==> src/hdl/ascii_sentence_framer_xor_check_assert.svh <==
// Assertion macros shared by the framer RTL.
// Each use takes a label, the clock, the active-low reset, an antecedent,
// a consequent and a message.
`ifndef ASCII_SENTENCE_FRAMER_XOR_CHECK_ASSERT_SVH
`define ASCII_SENTENCE_FRAMER_XOR_CHECK_ASSERT_SVH

// Same-cycle implication.
`define ASFX_ASSERT_IMP(label, clk, rstn, ante, cons, msg) \
    label: assert property (@(posedge clk) disable iff (!(rstn)) (ante) |-> (cons)) \
        else $error(msg);

// Next-cycle implication.
`define ASFX_ASSERT_NXT(label, clk, rstn, ante, cons, msg) \
    label: assert property (@(posedge clk) disable iff (!(rstn)) (ante) |=> (cons)) \
        else $error(msg);

`endif

==> src/hdl/asfx_pkg.sv <==
`timescale 1ns / 1ps
`default_nettype none

package asfx_pkg;

    localparam int unsigned BYTE_W = 8;
    localparam int unsigned POS_W  = 7;

    localparam logic [BYTE_W-1:0] START_BYTE = 8'h2A;
    localparam logic [BYTE_W-1:0] END_BYTE   = 8'h0D;

    // Last position a non-CR byte may take before the frame is dropped.
    localparam logic [POS_W-1:0] MAX_INDEX = 7'd90;
    // Shortest frame that can carry a checksum.
    localparam logic [POS_W-1:0] MIN_CHECKED_LENGTH = 7'd7;

    localparam logic [BYTE_W-1:0] CHAR_DIGIT_LO = 8'h30;
    localparam logic [BYTE_W-1:0] CHAR_DIGIT_HI = 8'h39;
    localparam logic [BYTE_W-1:0] CHAR_UPPER_LO = 8'h41;
    localparam logic [BYTE_W-1:0] CHAR_UPPER_HI = 8'h46;
    localparam logic [BYTE_W-1:0] CHAR_LOWER_LO = 8'h61;
    localparam logic [BYTE_W-1:0] CHAR_LOWER_HI = 8'h66;
    // Offsets that map 'A' and 'a' onto 10.
    localparam logic [BYTE_W-1:0] UPPER_OFFSET = 8'h37;
    localparam logic [BYTE_W-1:0] LOWER_OFFSET = 8'h57;

    typedef struct packed {
        logic       valid;
        logic [3:0] value;
    } hex_digit_t;

    typedef struct packed {
        logic [POS_W-1:0]  frame_length;
        logic [BYTE_W-1:0] computed_xor;
        logic [BYTE_W-1:0] received_checksum;
        logic              hex_valid;
        logic              checksum_ok;
    } asfx_result_t;

    function automatic hex_digit_t hex_decode(input logic [BYTE_W-1:0] c);
        hex_digit_t d;
        d.valid = 1'b1;
        d.value = '0;
        if (c >= CHAR_DIGIT_LO && c <= CHAR_DIGIT_HI) begin
            d.value = 4'(c - CHAR_DIGIT_LO);
        end else if (c >= CHAR_UPPER_LO && c <= CHAR_UPPER_HI) begin
            d.value = 4'(c - UPPER_OFFSET);
        end else if (c >= CHAR_LOWER_LO && c <= CHAR_LOWER_HI) begin
            d.value = 4'(c - LOWER_OFFSET);
        end else begin
            d.valid = 1'b0;
        end
        return d;
    endfunction

endpackage

`default_nettype wire

==> src/hdl/asfx_frame_core.sv <==
`timescale 1ns / 1ps
`default_nettype none
`include "ascii_sentence_framer_xor_check_assert.svh"

module asfx_frame_core #(
    parameter logic [asfx_pkg::POS_W-1:0] MAX_INDEX = asfx_pkg::MAX_INDEX
) (
    input  wire logic                       aclk,
    input  wire logic                       aresetn,
    input  wire logic                       step,
    input  wire logic [asfx_pkg::BYTE_W-1:0] rx_byte,
    output logic                            emit,
    output asfx_pkg::asfx_result_t          result
);

    logic                         in_frame_reg, in_frame_next;
    logic [asfx_pkg::POS_W-1:0]   pos_reg, pos_next;
    logic [asfx_pkg::BYTE_W-1:0]  running_xor_reg, running_xor_next;
    logic [asfx_pkg::BYTE_W-1:0]  recent_reg [4];
    logic [asfx_pkg::BYTE_W-1:0]  recent_next [4];

    logic [asfx_pkg::POS_W-1:0]   pos_inc;
    logic [asfx_pkg::BYTE_W-1:0]  cx;
    logic [asfx_pkg::BYTE_W-1:0]  rc;
    asfx_pkg::hex_digit_t         d1, d2;

    assign emit    = in_frame_reg && (rx_byte == asfx_pkg::END_BYTE);
    assign pos_inc = pos_reg + 7'd1;

    // Result of closing the frame with the current byte.
    always_comb begin
        cx = running_xor_reg ^ recent_reg[3];
        d1 = asfx_pkg::hex_decode(recent_reg[1]);
        d2 = asfx_pkg::hex_decode(recent_reg[0]);
        rc = '0;
        if (d1.valid) begin
            rc = d2.valid ? {d1.value, d2.value} : {4'd0, d1.value};
        end
        result.frame_length      = pos_inc;
        result.computed_xor      = cx;
        result.received_checksum = rc;
        result.hex_valid         = d1.valid;
        result.checksum_ok       = (pos_inc >= asfx_pkg::MIN_CHECKED_LENGTH) && d1.valid
                                   && (rc == cx);
    end

    always_comb begin
        in_frame_next    = in_frame_reg;
        pos_next         = pos_reg;
        running_xor_next = running_xor_reg;
        for (int i = 0; i < 4; i++) begin
            recent_next[i] = recent_reg[i];
        end
        if (step) begin
            if (!in_frame_reg) begin
                if (rx_byte == asfx_pkg::START_BYTE) begin
                    // Open a frame; the start byte itself is held as zero.
                    in_frame_next    = 1'b1;
                    pos_next         = 7'd1;
                    running_xor_next = '0;
                    for (int i = 0; i < 4; i++) begin
                        recent_next[i] = '0;
                    end
                end
            end else if (emit) begin
                in_frame_next = 1'b0;
                pos_next      = pos_inc;
            end else begin
                // Shift the window; the oldest byte folds into the XOR.
                running_xor_next = running_xor_reg ^ recent_reg[3];
                recent_next[3]   = recent_reg[2];
                recent_next[2]   = recent_reg[1];
                recent_next[1]   = recent_reg[0];
                recent_next[0]   = rx_byte;
                pos_next         = pos_inc;
                if (pos_inc > MAX_INDEX) begin
                    in_frame_next = 1'b0;
                end
            end
        end
    end

    always_ff @(posedge aclk) begin
        if (!aresetn) begin
            in_frame_reg    <= 1'b0;
            pos_reg         <= '0;
            running_xor_reg <= '0;
            for (int i = 0; i < 4; i++) begin
                recent_reg[i] <= '0;
            end
        end else begin
            in_frame_reg    <= in_frame_next;
            pos_reg         <= pos_next;
            running_xor_reg <= running_xor_next;
            for (int i = 0; i < 4; i++) begin
                recent_reg[i] <= recent_next[i];
            end
        end
    end

    `ASFX_ASSERT_IMP(a_pos_in_range, aclk, aresetn, in_frame_reg, (pos_reg >= 7'd1) && (pos_reg <= MAX_INDEX), "frame position out of range")
    `ASFX_ASSERT_NXT(a_emit_closes, aclk, aresetn, step && emit, !in_frame_reg, "frame still open after result")
    `ASFX_ASSERT_NXT(a_start_clears, aclk, aresetn, step && !in_frame_reg && (rx_byte == asfx_pkg::START_BYTE), in_frame_reg && (pos_reg == 7'd1) && (running_xor_reg == 8'd0), "frame start did not reset window")

endmodule

`default_nettype wire

==> src/hdl/asfx_out_reg.sv <==
`timescale 1ns / 1ps
`default_nettype none

module asfx_out_reg (
    input  wire logic                   aclk,
    input  wire logic                   aresetn,
    input  wire logic                   load,
    input  wire asfx_pkg::asfx_result_t load_data,
    output logic                        free,
    output logic                        valid,
    input  wire logic                   ready,
    output asfx_pkg::asfx_result_t      data
);

    logic                   valid_reg;
    asfx_pkg::asfx_result_t data_reg;

    // Slot is free when empty or drained this cycle.
    assign free  = !valid_reg || ready;
    assign valid = valid_reg;
    assign data  = data_reg;

    always_ff @(posedge aclk) begin
        if (!aresetn) begin
            valid_reg <= 1'b0;
        end else if (load) begin
            valid_reg <= 1'b1;
        end else if (ready) begin
            valid_reg <= 1'b0;
        end
    end

    always_ff @(posedge aclk) begin
        if (load) begin
            data_reg <= load_data;
        end
    end

endmodule

`default_nettype wire

==> src/hdl/ascii_sentence_framer_xor_check.sv <==
// Path: the input transaction is held in the input register, which feeds the result register behind m_valid.
// Throughput: one byte per cycle; a CR stalls only while an earlier result still waits in the
//   result register, since that register holds a single transaction.
// Reset (aresetn, synchronous, active low): empties both stages and returns the framer to
//   waiting for the '*' start byte with a cleared window.
`timescale 1ns / 1ps
`default_nettype none
`include "ascii_sentence_framer_xor_check_assert.svh"

module ascii_sentence_framer_xor_check #(
    parameter logic [asfx_pkg::POS_W-1:0] MAX_INDEX = asfx_pkg::MAX_INDEX
) (
    input  wire logic                        aclk,
    input  wire logic                        aresetn,
    input  wire logic                        s_valid,
    output logic                             s_ready,
    input  wire logic [asfx_pkg::BYTE_W-1:0] s_rx_byte,
    output logic                             m_valid,
    input  wire logic                        m_ready,
    output logic [asfx_pkg::POS_W-1:0]       m_frame_length,
    output logic [asfx_pkg::BYTE_W-1:0]      m_computed_xor,
    output logic [asfx_pkg::BYTE_W-1:0]      m_received_checksum,
    output logic                             m_hex_valid,
    output logic                             m_checksum_ok
);

    // Input stage: one byte waiting to be framed.
    logic                         in_valid_reg;
    logic [asfx_pkg::BYTE_W-1:0]  in_byte_reg;

    logic                         core_emit;
    logic                         core_step;
    logic                         out_free;
    asfx_pkg::asfx_result_t       core_result;
    asfx_pkg::asfx_result_t       out_data;

    // Advance the held byte unless it closes a frame and the result slot is occupied.
    assign core_step = in_valid_reg && (!core_emit || out_free);
    // Take a new byte whenever the input stage is empty or moves on this cycle.
    assign s_ready   = !in_valid_reg || core_step;

    always_ff @(posedge aclk) begin
        if (!aresetn) begin
            in_valid_reg <= 1'b0;
        end else if (s_valid && s_ready) begin
            in_valid_reg <= 1'b1;
        end else if (core_step) begin
            in_valid_reg <= 1'b0;
        end
    end

    // Payload only; no reset needed.
    always_ff @(posedge aclk) begin
        if (s_valid && s_ready) begin
            in_byte_reg <= s_rx_byte;
        end
    end

    // Frame state, sliding window and checksum compare.
    asfx_frame_core #(
        .MAX_INDEX (MAX_INDEX)
    ) u_core (
        .aclk    (aclk),
        .aresetn (aresetn),
        .step    (core_step),
        .rx_byte (in_byte_reg),
        .emit    (core_emit),
        .result  (core_result)
    );

    // Result register; drop nothing, hold until the downstream takes it.
    asfx_out_reg u_out (
        .aclk      (aclk),
        .aresetn   (aresetn),
        .load      (core_step && core_emit),
        .load_data (core_result),
        .free      (out_free),
        .valid     (m_valid),
        .ready     (m_ready),
        .data      (out_data)
    );

    assign m_frame_length      = out_data.frame_length;
    assign m_computed_xor      = out_data.computed_xor;
    assign m_received_checksum = out_data.received_checksum;
    assign m_hex_valid         = out_data.hex_valid;
    assign m_checksum_ok       = out_data.checksum_ok;

    `ASFX_ASSERT_NXT(a_blocked_byte_holds, aclk, aresetn, in_valid_reg && core_emit && !out_free, in_valid_reg && (in_byte_reg == $past(in_byte_reg)), "blocked CR left input stage")
    `ASFX_ASSERT_IMP(a_ok_needs_hex, aclk, aresetn, m_valid && m_checksum_ok, m_hex_valid && (m_frame_length >= asfx_pkg::MIN_CHECKED_LENGTH), "checksum_ok without valid hex or length")
    `ASFX_ASSERT_IMP(a_bad_hex_zero, aclk, aresetn, m_valid && !m_hex_valid, m_received_checksum == 8'd0, "nonzero checksum without hex digit")

endmodule

`default_nettype wire
==> config.mk <==
export PLATFORM = sky130hd
export DESIGN_NAME = ascii_sentence_framer_xor_check
export DESIGN_NICKNAME = d
export VERILOG_FILES = /design/src/hdl/asfx_pkg.sv /design/src/hdl/asfx_frame_core.sv /design/src/hdl/asfx_out_reg.sv /design/src/hdl/ascii_sentence_framer_xor_check.sv
export VERILOG_INCLUDE_DIRS = /design/src /design/src/hdl
export SDC_FILE = /design/constraint.sdc
export NUM_CORES = 1
export LEC_CHECK = 0
export BUFFER_PORTS_ARGS = -buffer_cell sky130_fd_sc_hd__clkbuf_2
export CORE_UTILIZATION = 55
export CTS_CLUSTER_SIZE = 14
export DETAILED_ROUTE_END_ITERATION = 7
export PLACE_DENSITY_LB_ADDON = 0.3
export SKIP_LAST_GASP = 1
export SLEW_MARGIN = 20
export SYNTH_ARGS = -nofsm -noshare
export SYNTH_HDL_FRONTEND = slang
export SYNTH_SLANG_ARGS = --single-unit
==> constraint.sdc <==
create_clock -name aclk -period 6.33 [get_ports aclk]
set_input_delay 0.633 -clock aclk [delete_from_list [all_inputs] [get_ports aclk]]
set_output_delay 0.633 -clock aclk [all_outputs]
set_load 0.01 [all_outputs]
# Word level (Yosys, flattened, before mapping)
# Memory sizes are Yosys's and may differ from the RTL's.
# Index checks and enable logic that the tools add are counted.
[word_totals] elab_cells=102 memories=1 ramBits=32 romBits=0 latchBits=0 in_bits=12 reg_bits=51
[memory_table] name="u_core.recent_reg" words=4 width=8 rd=4 rd_clocked_by_memory_dff=0 write_ports=4 line="asfx_frame_core.sv:19" rtl="logic [asfx_pkg::BYTE_W-1:0] recent_reg [4];"
[classes] div=0 n_mul=0 n_bitwise=5 muxes=37 n_addsub=7 n_lt_le_gt_ge=14 reduce_logical=23 shift=0 eq_ne=4
[op_table] operator="two-way mux 32 bit" n=4
[op_table] operator="two-way mux 8 bit" n=9
[op_table] operator="greater-or-equal comparator 8 x 7 -> 1 bit, second input constant" n=4
[op_table] operator="<= comparator 8 x 7 -> 1 bit, second input constant" n=4
[op_table] operator="two-way mux 4 bit" n=6
[op_table] operator="greater-or-equal comparator 8 x 6 -> 1 bit, second input constant" n=2
[op_table] operator="<= comparator 8 x 6 -> 1 bit, second input constant" n=2
[op_table] operator="two-way mux 1 bit" n=16
[op_table] operator="subtractor 4 x 3 -> 4 bit, second input constant" n=4
[op_table] operator="two-way mux 7 bit" n=2
[op_table] operator="logical AND 1 bit" n=12
[op_table] operator="equality test 8 x 4 -> 1 bit, second input constant" n=1
[op_table] operator="equality test 8 x 6 -> 1 bit, second input constant" n=1
[op_table] operator="equality test 8 bit" n=1
[op_table] operator="subtractor 4 x 1 -> 4 bit, second input constant" n=2
[op_table] operator="XOR 8 bit" n=1
[op_table] operator="adder 7 x 1 -> 7 bit, second input constant" n=1
[op_table] operator="greater-or-equal comparator 7 x 3 -> 1 bit, second input constant" n=1
[op_table] operator="greater-than comparator 7 bit, second input constant" n=1
[op_table] operator="nonzero test 2 bit" n=3
[op_table] operator="OR 1 bit" n=4
[op_table] operator="logical NOT 1 bit" n=3
[op_table] operator="logical OR 1 bit" n=3
[op_table] operator="AND reduction 3 bit" n=1
[op_table] operator="other kinds (2)" n=2

# Depth between registers and ports, before layout
# Gate-level depths: netlist (run 1).
[depth] depth_word=9 mapped_depth=10 ltp_nobuf=10

# Modules after synthesis
# From an unflattened synthesis (run 1), not the netlist that was laid out.
[hier_totals] cells_unflattened=368 area_unflattened_um2=3829.9
[by_module_without_submodules] module="asfx_frame_core" area_per_inst_um2=2707.6 cells_per_inst=323 n_inst=1 seq_area_each_um2=960.9
[by_module_without_submodules] module="asfx_out_reg" area_per_inst_um2=799.5 cells_per_inst=29 n_inst=1 seq_area_each_um2=770.7
[by_module_without_submodules] module="ascii_sentence_framer_xor_check" area_per_inst_um2=322.8 cells_per_inst=16 n_inst=1 seq_area_each_um2=260.2

# Least setup slack after synthesis (run 1)
# Ideal clock, no wire load.
[synth_path] path_kind="reg-to-reg" from="register in_byte_reg[6] in the netlist's numbering" to="register u_out.data_reg, in the netlist u_out.data[0] (enable)" stages_incl_launch_ff=5 t_required_ns=5.923 synth_period_minus_slack_ns=2.930 arrival_time_ns=2.524 setup_slack_ns=3.400 path_cell_list="edfxtp_1 or4b_4 nor3_1 nand2_1 nor2_1"
[synth_via] elab_chain_len=6
[synth_lines] item="from (decl)" line="ascii_sentence_framer_xor_check.sv:29" rtl="logic [asfx_pkg::BYTE_W-1:0] in_byte_reg;"
[synth_lines] item="from (signal assigned)" line="ascii_sentence_framer_xor_check.sv:55" rtl="in_byte_reg <= s_rx_byte;"
[synth_lines] item="equality test 8 x 4 -> 1 bit (*)" line="asfx_frame_core.sv:27" rtl="assign emit = in_frame_reg && (rx_byte == asfx_pkg::END_BYTE);"
[synth_lines] item="logical AND 1 bit (*)" line="asfx_frame_core.sv:27"
[synth_lines] item="logical NOT 1 bit" line="ascii_sentence_framer_xor_check.sv:38" rtl="assign core_step = in_valid_reg && (!core_emit || out_free);"
[synth_lines] item="logical OR 1 bit" line="ascii_sentence_framer_xor_check.sv:38"
[synth_lines] item="logical AND 1 bit" line="ascii_sentence_framer_xor_check.sv:38"
[synth_lines] item="logical AND 1 bit (*)" line="ascii_sentence_framer_xor_check.sv:75" rtl=".load (core_step && core_emit),"
[synth_lines] item="via u_out.load" line="asfx_out_reg.sv:7" rtl="input wire logic load,"
[synth_lines] item="to (signal assigned)" line="asfx_out_reg.sv:35" rtl="data_reg <= load_data;"
[synth_lines] item="to (decl)" line="asfx_out_reg.sv:16" rtl="asfx_pkg::asfx_result_t data_reg;"
# The timed path passes the listed nets; every way through them passes the cells marked *.
# A chain may end at the register's enable or synchronous reset.

# Worst setup path after layout (run 1)
[layout_path] from="register in_byte_reg[6] in the netlist's numbering" to="register u_core.running_xor_reg[1] in the netlist's numbering"
[layout_via] elab_chain_len=6 elab_cells_between_ends=9 cone_classes="eq/ne (3); reduce/logical (6)"
[layout_lines] item="equality test 8 x 4 -> 1 bit" line="asfx_frame_core.sv:27"
[layout_lines] item="logical AND 1 bit" line="asfx_frame_core.sv:27"
[layout_lines] item="logical NOT 1 bit" line="ascii_sentence_framer_xor_check.sv:38"
[layout_lines] item="logical OR 1 bit" line="ascii_sentence_framer_xor_check.sv:38"
[layout_lines] item="logical AND 1 bit" line="ascii_sentence_framer_xor_check.sv:38"
[layout_lines] item="AND reduction 3 bit (no source line) (*)"
[layout_lines] item="to (signal assigned)" line="asfx_frame_core.sv:94" rtl="running_xor_reg <= running_xor_next;"
[layout_lines] item="to (decl)" line="asfx_frame_core.sv:18" rtl="logic [asfx_pkg::BYTE_W-1:0] running_xor_reg, running_xor_next;"
# Every way passes the cells marked *; elsewhere a longest branch is shown, timed or not.

==> results of run 1 <==
==> synthesized netlist by cell type, types with 4 or more instances <==
cell type and n:
dfxtp_1 50, nand2b_1 5, a31oi_1 4, nand3_1 46, clkbuf_1 20, nand2_1 45, ha_1 11, a22oi_1 6
and3_1 5, o21bai_1 4, nor3b_1 4, a21boi_0 36, inv_1 15, and2_1 10, edfxtp_1 33, o21ai_0 23
nor2_1 16, xnor2_1 9, xor2_1 11, nor2b_1 13, a21oi_1 7
==> power groups by stage <==
stage,registers (mW),logic [mW],clock network [mW]
after global placement,0.572,0.0150,0
final,0.561,0.0150,0.422
after global routing,0.561,0.0167,0.451
after detailed placement,0.573,0.0151,0
after floorplan,0.572,0.00980,0
after CTS,0.561,0.0152,0.432
==> cell type report <==
| class | instances | share of cell area |
|---|---|---|
| flip-flops and latches | 83 | 0.4439 |
| multi-input cells | 293 | 0.4205 |
| repair buffers | 40 | 0.04573 |
| clock buffers | 10 | 0.03067 |
| well taps | 96 | 0.02677 |
| clock inverters | 6 | 0.01980 |
| inverters | 15 | 0.01255 |
==> placed cells by master, fill, tap and decap left out, types with 3 or more instances in the layout <==
master     n
a21boi_0  36
a21oi_1    7
a21oi_2    3
a22oi_1    6
a31oi_1    4
and2_1    10
and3_1     5
clkbuf_2  38
clkbuf_8  10
dfxtp_1   50
edfxtp_1  33
ha_1      11
inv_1     15
mux2_2     3
nand2_1   45
nand2b_1   5
nand3_1   46
nand4b_1   3
nor2_1    15
nor2b_1   13
nor3b_1    3
o21ai_0   23
o21bai_1   4
xnor2_1    9
xor2_1    11
==> metal layers <==
layer	vias to the layer above	global-route usage	share of wire
li1	1529	-	-
met3	9	0.04901	0.033
met1	1404	0.2888	0.47
met4	0	0.08942	0.011
met2	62	0.3565	0.48
met5	-	0	0
==> cells by family after synthesis <==
group | share of synthesized area
simple gates | 0.2032
compound gates | 0.1761
flops | 0.4946
buf+inv | 0.04007
xor+xnor | 0.04349
fa+ha+maj | 0.03417
mux | 0.008387
==> final timing paths <==
kind	depth (start not counted)	slack, ps	end
setup / recovery	7	3340	u_core.running_xor_reg[1]
hold / removal	1	450	in_byte_reg[2]
setup reg to reg	7	3340	u_core.running_xor_reg[1]
hold reg to reg	2	470	u_core.recent_reg[2][1]
==> stage by stage <==
stage / total power, mW / setup slack, ps / hold WS (ps) / cells / instance area [um2]
2_1_floorplan: 0.5814 / 3400 / 441.2 / 416 / 4028
3_5_place_dp: 0.5882 / 3306 / 460.9 / 527 / 4255
6_report: 0.9974 / 3344 / 449.9 / 543 / 4487
5_1_grt: 1.029 / 3066 / 435.0 / 543 / 4487
4_1_cts: 1.007 / 3287 / 430.4 / 543 / 4482
3_3_place_gp: 0.5874 / 3407 / 453.3 / 527 / 4255
==> impl_metrics.json, run 1 <==
{
  "p_int_uw": 797.1,
  "cpPeakStageDelay_ps": 640,
  "cts_max_path_buffers": 2,
  "synth_seq_cells": 83,
  "grt_antenna_before_repair": 0,
  "cts_made_buffers": 9,
  "status": "finished clean",
  "port_buffers": 38,
  "min_period_over_period": 0.4718,
  "dr.pass1.iters": 4,
  "tns_ps": 0,
  "p_comb_frac": 0.015,
  "gp_congestion": 0.8340,
  "syn_nets": 439,
  "rows": 30,
  "crit_family": "simple AND/OR/NAND/NOR gates",
  "ff_latch_area_um2": 1992,
  "clk_pin_slew_ps": 80,
  "synth_edf_count": 33,
  "seq_power_share": 0.562,
  "grt_pass1_wl_um": 12990,
  "worstMarginPinSlew_ps": 842.2,
  "cts_tree": "yes",
  "die_area_um2": 7669,
  "synthTopCellsByArea": "dfxtp_1 25%, edfxtp_1 25%, a21boi_0 6.7%",
  "synth.avg_cell_area_um2": 9.682,
  "cp-start-kind": "register",
  "utilization": 0.6461,
  "ant_nets": 0,
  "grt_max_degree": 51,
  "die_y_um": 87.58,
  "wl_um": 7588,
  "io_pins": 39,
  "endpoint_kind": "register",
  "final_nets": 465,
  "cts.sinks": 83,
  "synth_cells": 416,
  "crit-reg2reg-launch": "in_byte_reg[6]",
  "timing.final.crit_period_ps": 2986,
  "overflow": 0,
  "num-fill-cells": 563,
  "worst_ir_drop_vdd_mv": 0.1289,
  "drt_iter0_drc": 157,
  "rsz0062_at_grt": "no",
  "syn_to_final_growth_pct": 11.40,
  "wl_per_cell_um": 13.97,
  "crit_top_cell": "o21ai_0",
  "yosysTopAreaCell": "dfxtp_1",
  "max_cap_viol_count": 0,
  "grt_pass1_vias": 2782,
  "setup_viol": 0,
  "syn_area_um2": 4028,
  "critPathSlowestCell": "or2_2",
  "arrival_ps": 3280,
  "root_buffer": "clkbuf_8",
  "multi_input_area_um2": 1887,
  "drc": 0,
  "synth_top_cell_area_share": 0.2485,
  "synthArstFlopShare": 0,
  "swShare": 0.2008,
  "min_path_type": "in2reg",
  "die_w_um": 87.58,
  "worstHoldStart": "s_rx_byte[2]",
  "worstPathCellList": "or4b_4, o41ai_2, nand2b_1, or2_2, o21ai_0, o21ai_0, and2_1",
  "h-tree-depth": 3,
  "crit_type": "reg2reg",
  "ctsResizeCount": 0,
  "n_antenna_cell": 0,
  "finalHoldViolations": 0,
  "p_switching_uw": 200.2,
  "drive_above_1_share": 0.1521,
  "vias": 3004,
  "coreArea_um2": 6944,
  "crit_required_ps": 6630,
  "grt.total_usage": 0.2205,
  "start_util": 0.5800,
  "max_freq_ghz": 0.3348,
  "synthFlopType": "dfxtp_1",
  "power_frac_clock": 0.423,
  "hpwl_um": 5049,
  "cp_max_fo": 39,
  "path_buf_inv": 0,
  "leakage_nw": 1.601,
  "post-cts-setup-buffer-count": 0,
  "ys_seq_area_frac": 0.4946,
  "skew_ps": 6.488,
  "clk-insertion-delay-late_ps": 350,
  "slew_headroom": 0.4385,
  "postCtsHoldBufs": 0,
  "power_density_nw_per_um2": 222.3,
  "critical_path.startpoint": "in_byte_reg[6]",
  "largest_register_ffs": 32,
  "synth_warnings": 0,
  "maxSlewViolCount": 0,
  "ys_types": 50,
  "viasPerCell": 5.532
}
Note: power is estimated with default switching activity, not from simulation.
==> inputs of run 2 (changes only) <==
clock period = 3 ns   (was 6.33 ns; I/O delays follow)
==> run 2 against run 1 <==
Combinational power increased by 100%. Sequential power increased by 110%. Count of clock-buffer cells in the layout increased by 1. Critical endpoint is now u_out.data[0]. Largest power group unchanged.
==> impl_metrics.json, run 2 (synthesis results as in run 1) <==
{
  "clk-insertion-delay-late_ps": 360,
  "port_buffers": 38,
  "vias": 3059,
  "whs_ps": 113.0,
  "overflow": 0,
  "largest_register_ffs": 32,
  "cts_max_path_buffers": 2,
  "drive_above_1_share": 0.1600,
  "crit_family": "compound AO/OA/AOI/OAI gates",
  "multi_input_area_um2": 1892,
  "crit_type": "reg2reg",
  "n_antenna_cell": 0,
  "wl_met3_um": 266,
  "placed_cells": 530,
  "setup_viol": 0,
  "power_density_nw_per_um2": 473.5,
  "layout.cells.non_filler": 546,
  "arrival_ps": 2790,
  "grt_max_degree": 54,
  "die_area_um2": 7669,
  "rr_endpoint": "u_out.data[0]",
  "finalHoldViolations": 0,
  "timing.final.crit_period_ps": 2676,
  "r2r_slack_ps": 320,
  "place_ws_ps": 229.3,
  "worst_ir_drop_vdd_mv": 0.3316,
  "drt_iter0_drc": 185,
  "min_path_type": "in2reg",
  "slew_headroom": 0.4871,
  "wl_per_cell_um": 14.01,
  "min_period_over_period": 0.8920,
  "crit_top_cell": "and3_1",
  "worstPathCellList": "inv_1, ha_1, o21bai_1, a21oi_1, a22oi_1, nand2_1, and3_1, o2111a_1, and3_1",
  "wl_um": 7652,
  "tns_ps": 0,
  "coreArea_um2": 6944,
  "cpPeakStageDelay_ps": 510,
  "cts.sinks": 83,
  "grt.total_usage": 0.2200,
  "leakage_nw": 1.622,
  "cp-start-kind": "register",
  "num-fill-cells": 580,
  "grt_pass1_vias": 2808,
  "skew_ps": 8.998,
  "wirelength_met1_um": 3573,
  "start_util": 0.5800,
  "rsz0062_at_grt": "no",
  "fin_area_um2": 4522,
  "max_freq_ghz": 0.3737,
  "critPathSlowestCell": "a22oi_1",
  "maxUsedRoutingLayer": "met4",
  "io_pins": 39,
  "drc": 0,
  "crit-reg2reg-launch": "u_core.recent_reg[1][0]",
  "rr_worst_depth": 9,
  "endpoint": "u_out.data[0]",
  "die_w_um": 87.58,
  "endpoint_kind": "register",
  "final_common_cell": "dfxtp_1",
  "h-tree-depth": 3,
  "dr.pass1.iters": 4,
  "die_y_um": 87.58,
  "ant_nets": 0,
  "cts_made_buffers": 9,
  "hpwl_um": 5052,
  "clk_pin_slew_ps": 80,
  "gp_congestion": 0.8188,
  "cts_tree": "yes",
  "ff_latch_area_um2": 1992,
  "worstMarginPinSlew_ps": 769.3,
  "critical_path.startpoint": "u_core.recent_reg[1][0]",
  "path_buf_inv": 1,
  "power_mw": 2.141,
  "grt_antenna_before_repair": 0,
  "final_nets": 468,
  "syn_to_final_growth_pct": 12.27,
  "rows": 30,
  "place_area_um2": 4278,
  "cp_max_fo": 9,
  "setup_ws_ps": 324.1,
  "utilization": 0.6512,
  "root_buffer": "clkbuf_8",
  "max_cap_viol_count": 0,
  "crit_required_ps": 3120,
  "viasPerCell": 5.603,
  "post-cts-setup-buffer-count": 0,
  "wl_met2_um": 3648,
  "cp.depth": 9,
  "grt_pass1_wl_um": 12900,
  "layout_common_cells": "50 x dfxtp_1, 46 x nand3_1, 45 x nand2_1",
  "maxSlewViolCount": 0,
  "status": "finished clean"
}
[run 2: cell types whose count changed in the layout (fill, tap and decap cells not counted), sizes merged]
cell / previous run / this run
buf: 2 / 5
clkinvlp: 2 / 1
clkinv: 2 / 1
inv: 15 / 16
clkbuf: 48 / 49
[run 2: final cells by class]
| cell class | instances | share of cell area |
|---|---|---|
| sequential | 83 | 0.4405 |
| clock inverter | 5 | 0.01799 |
| multi-input combinational | 293 | 0.4184 |
| inverter | 15 | 0.01245 |
| tap | 96 | 0.02656 |
| timing repair buffer | 43 | 0.05036 |
| clock buffer | 11 | 0.03376 |
[run 2: per-layer routing]
| metal | global-route usage | vias up |
|---|---|---|
| met2 | 0.3572 | 59 |
| met5 | 0 | - |
| met3 | 0.04807 | 16 |
| met1 | 0.2842 | 1452 |
| li1 | - | 1532 |
| met4 | 0.09687 | 0 |
[run 2: report_power, final]
| group | switching, mW | internal (mW) | leakage (nW) |
|---|---|---|---|
| Combinational | 0.0143 | 0.0164 | 0.840 |
| Sequential | 0.00779 | 1.17 | 0.667 |
| Clock | 0.407 | 0.521 | 0.115 |
| Total | 0.429 | 1.71 | 1.62 |
[run 2: worst min path at each step]
| stage | start | to | slack (ps) | depth (start not counted) |
|---|---|---|---|---|
| after global routing | s_rx_byte[1] | in_byte_reg[1] | 100 | 1 |
| after floorplan | s_rx_byte[0] | in_byte_reg[0] | 400 | 0 |
| final | s_rx_byte[1] | in_byte_reg[1] | 110 | 1 |
| after global placement | u_core.recent_reg[2][7] | u_core.recent_reg[2][7] | 450 | 2 |
| after detailed placement | u_core.recent_reg[2][4] | u_core.recent_reg[2][4] | 460 | 2 |
| after CTS | s_rx_byte[7] | in_byte_reg[7] | 100 | 1 |
[run 2: repair_timing]
| item | in CTS | in global routing |
|---|---|---|
| resized for setup | 0 | 2 |
| hold buffers | 0 | 0 |
| endpoints found under the setup margin | 0 | 1 |
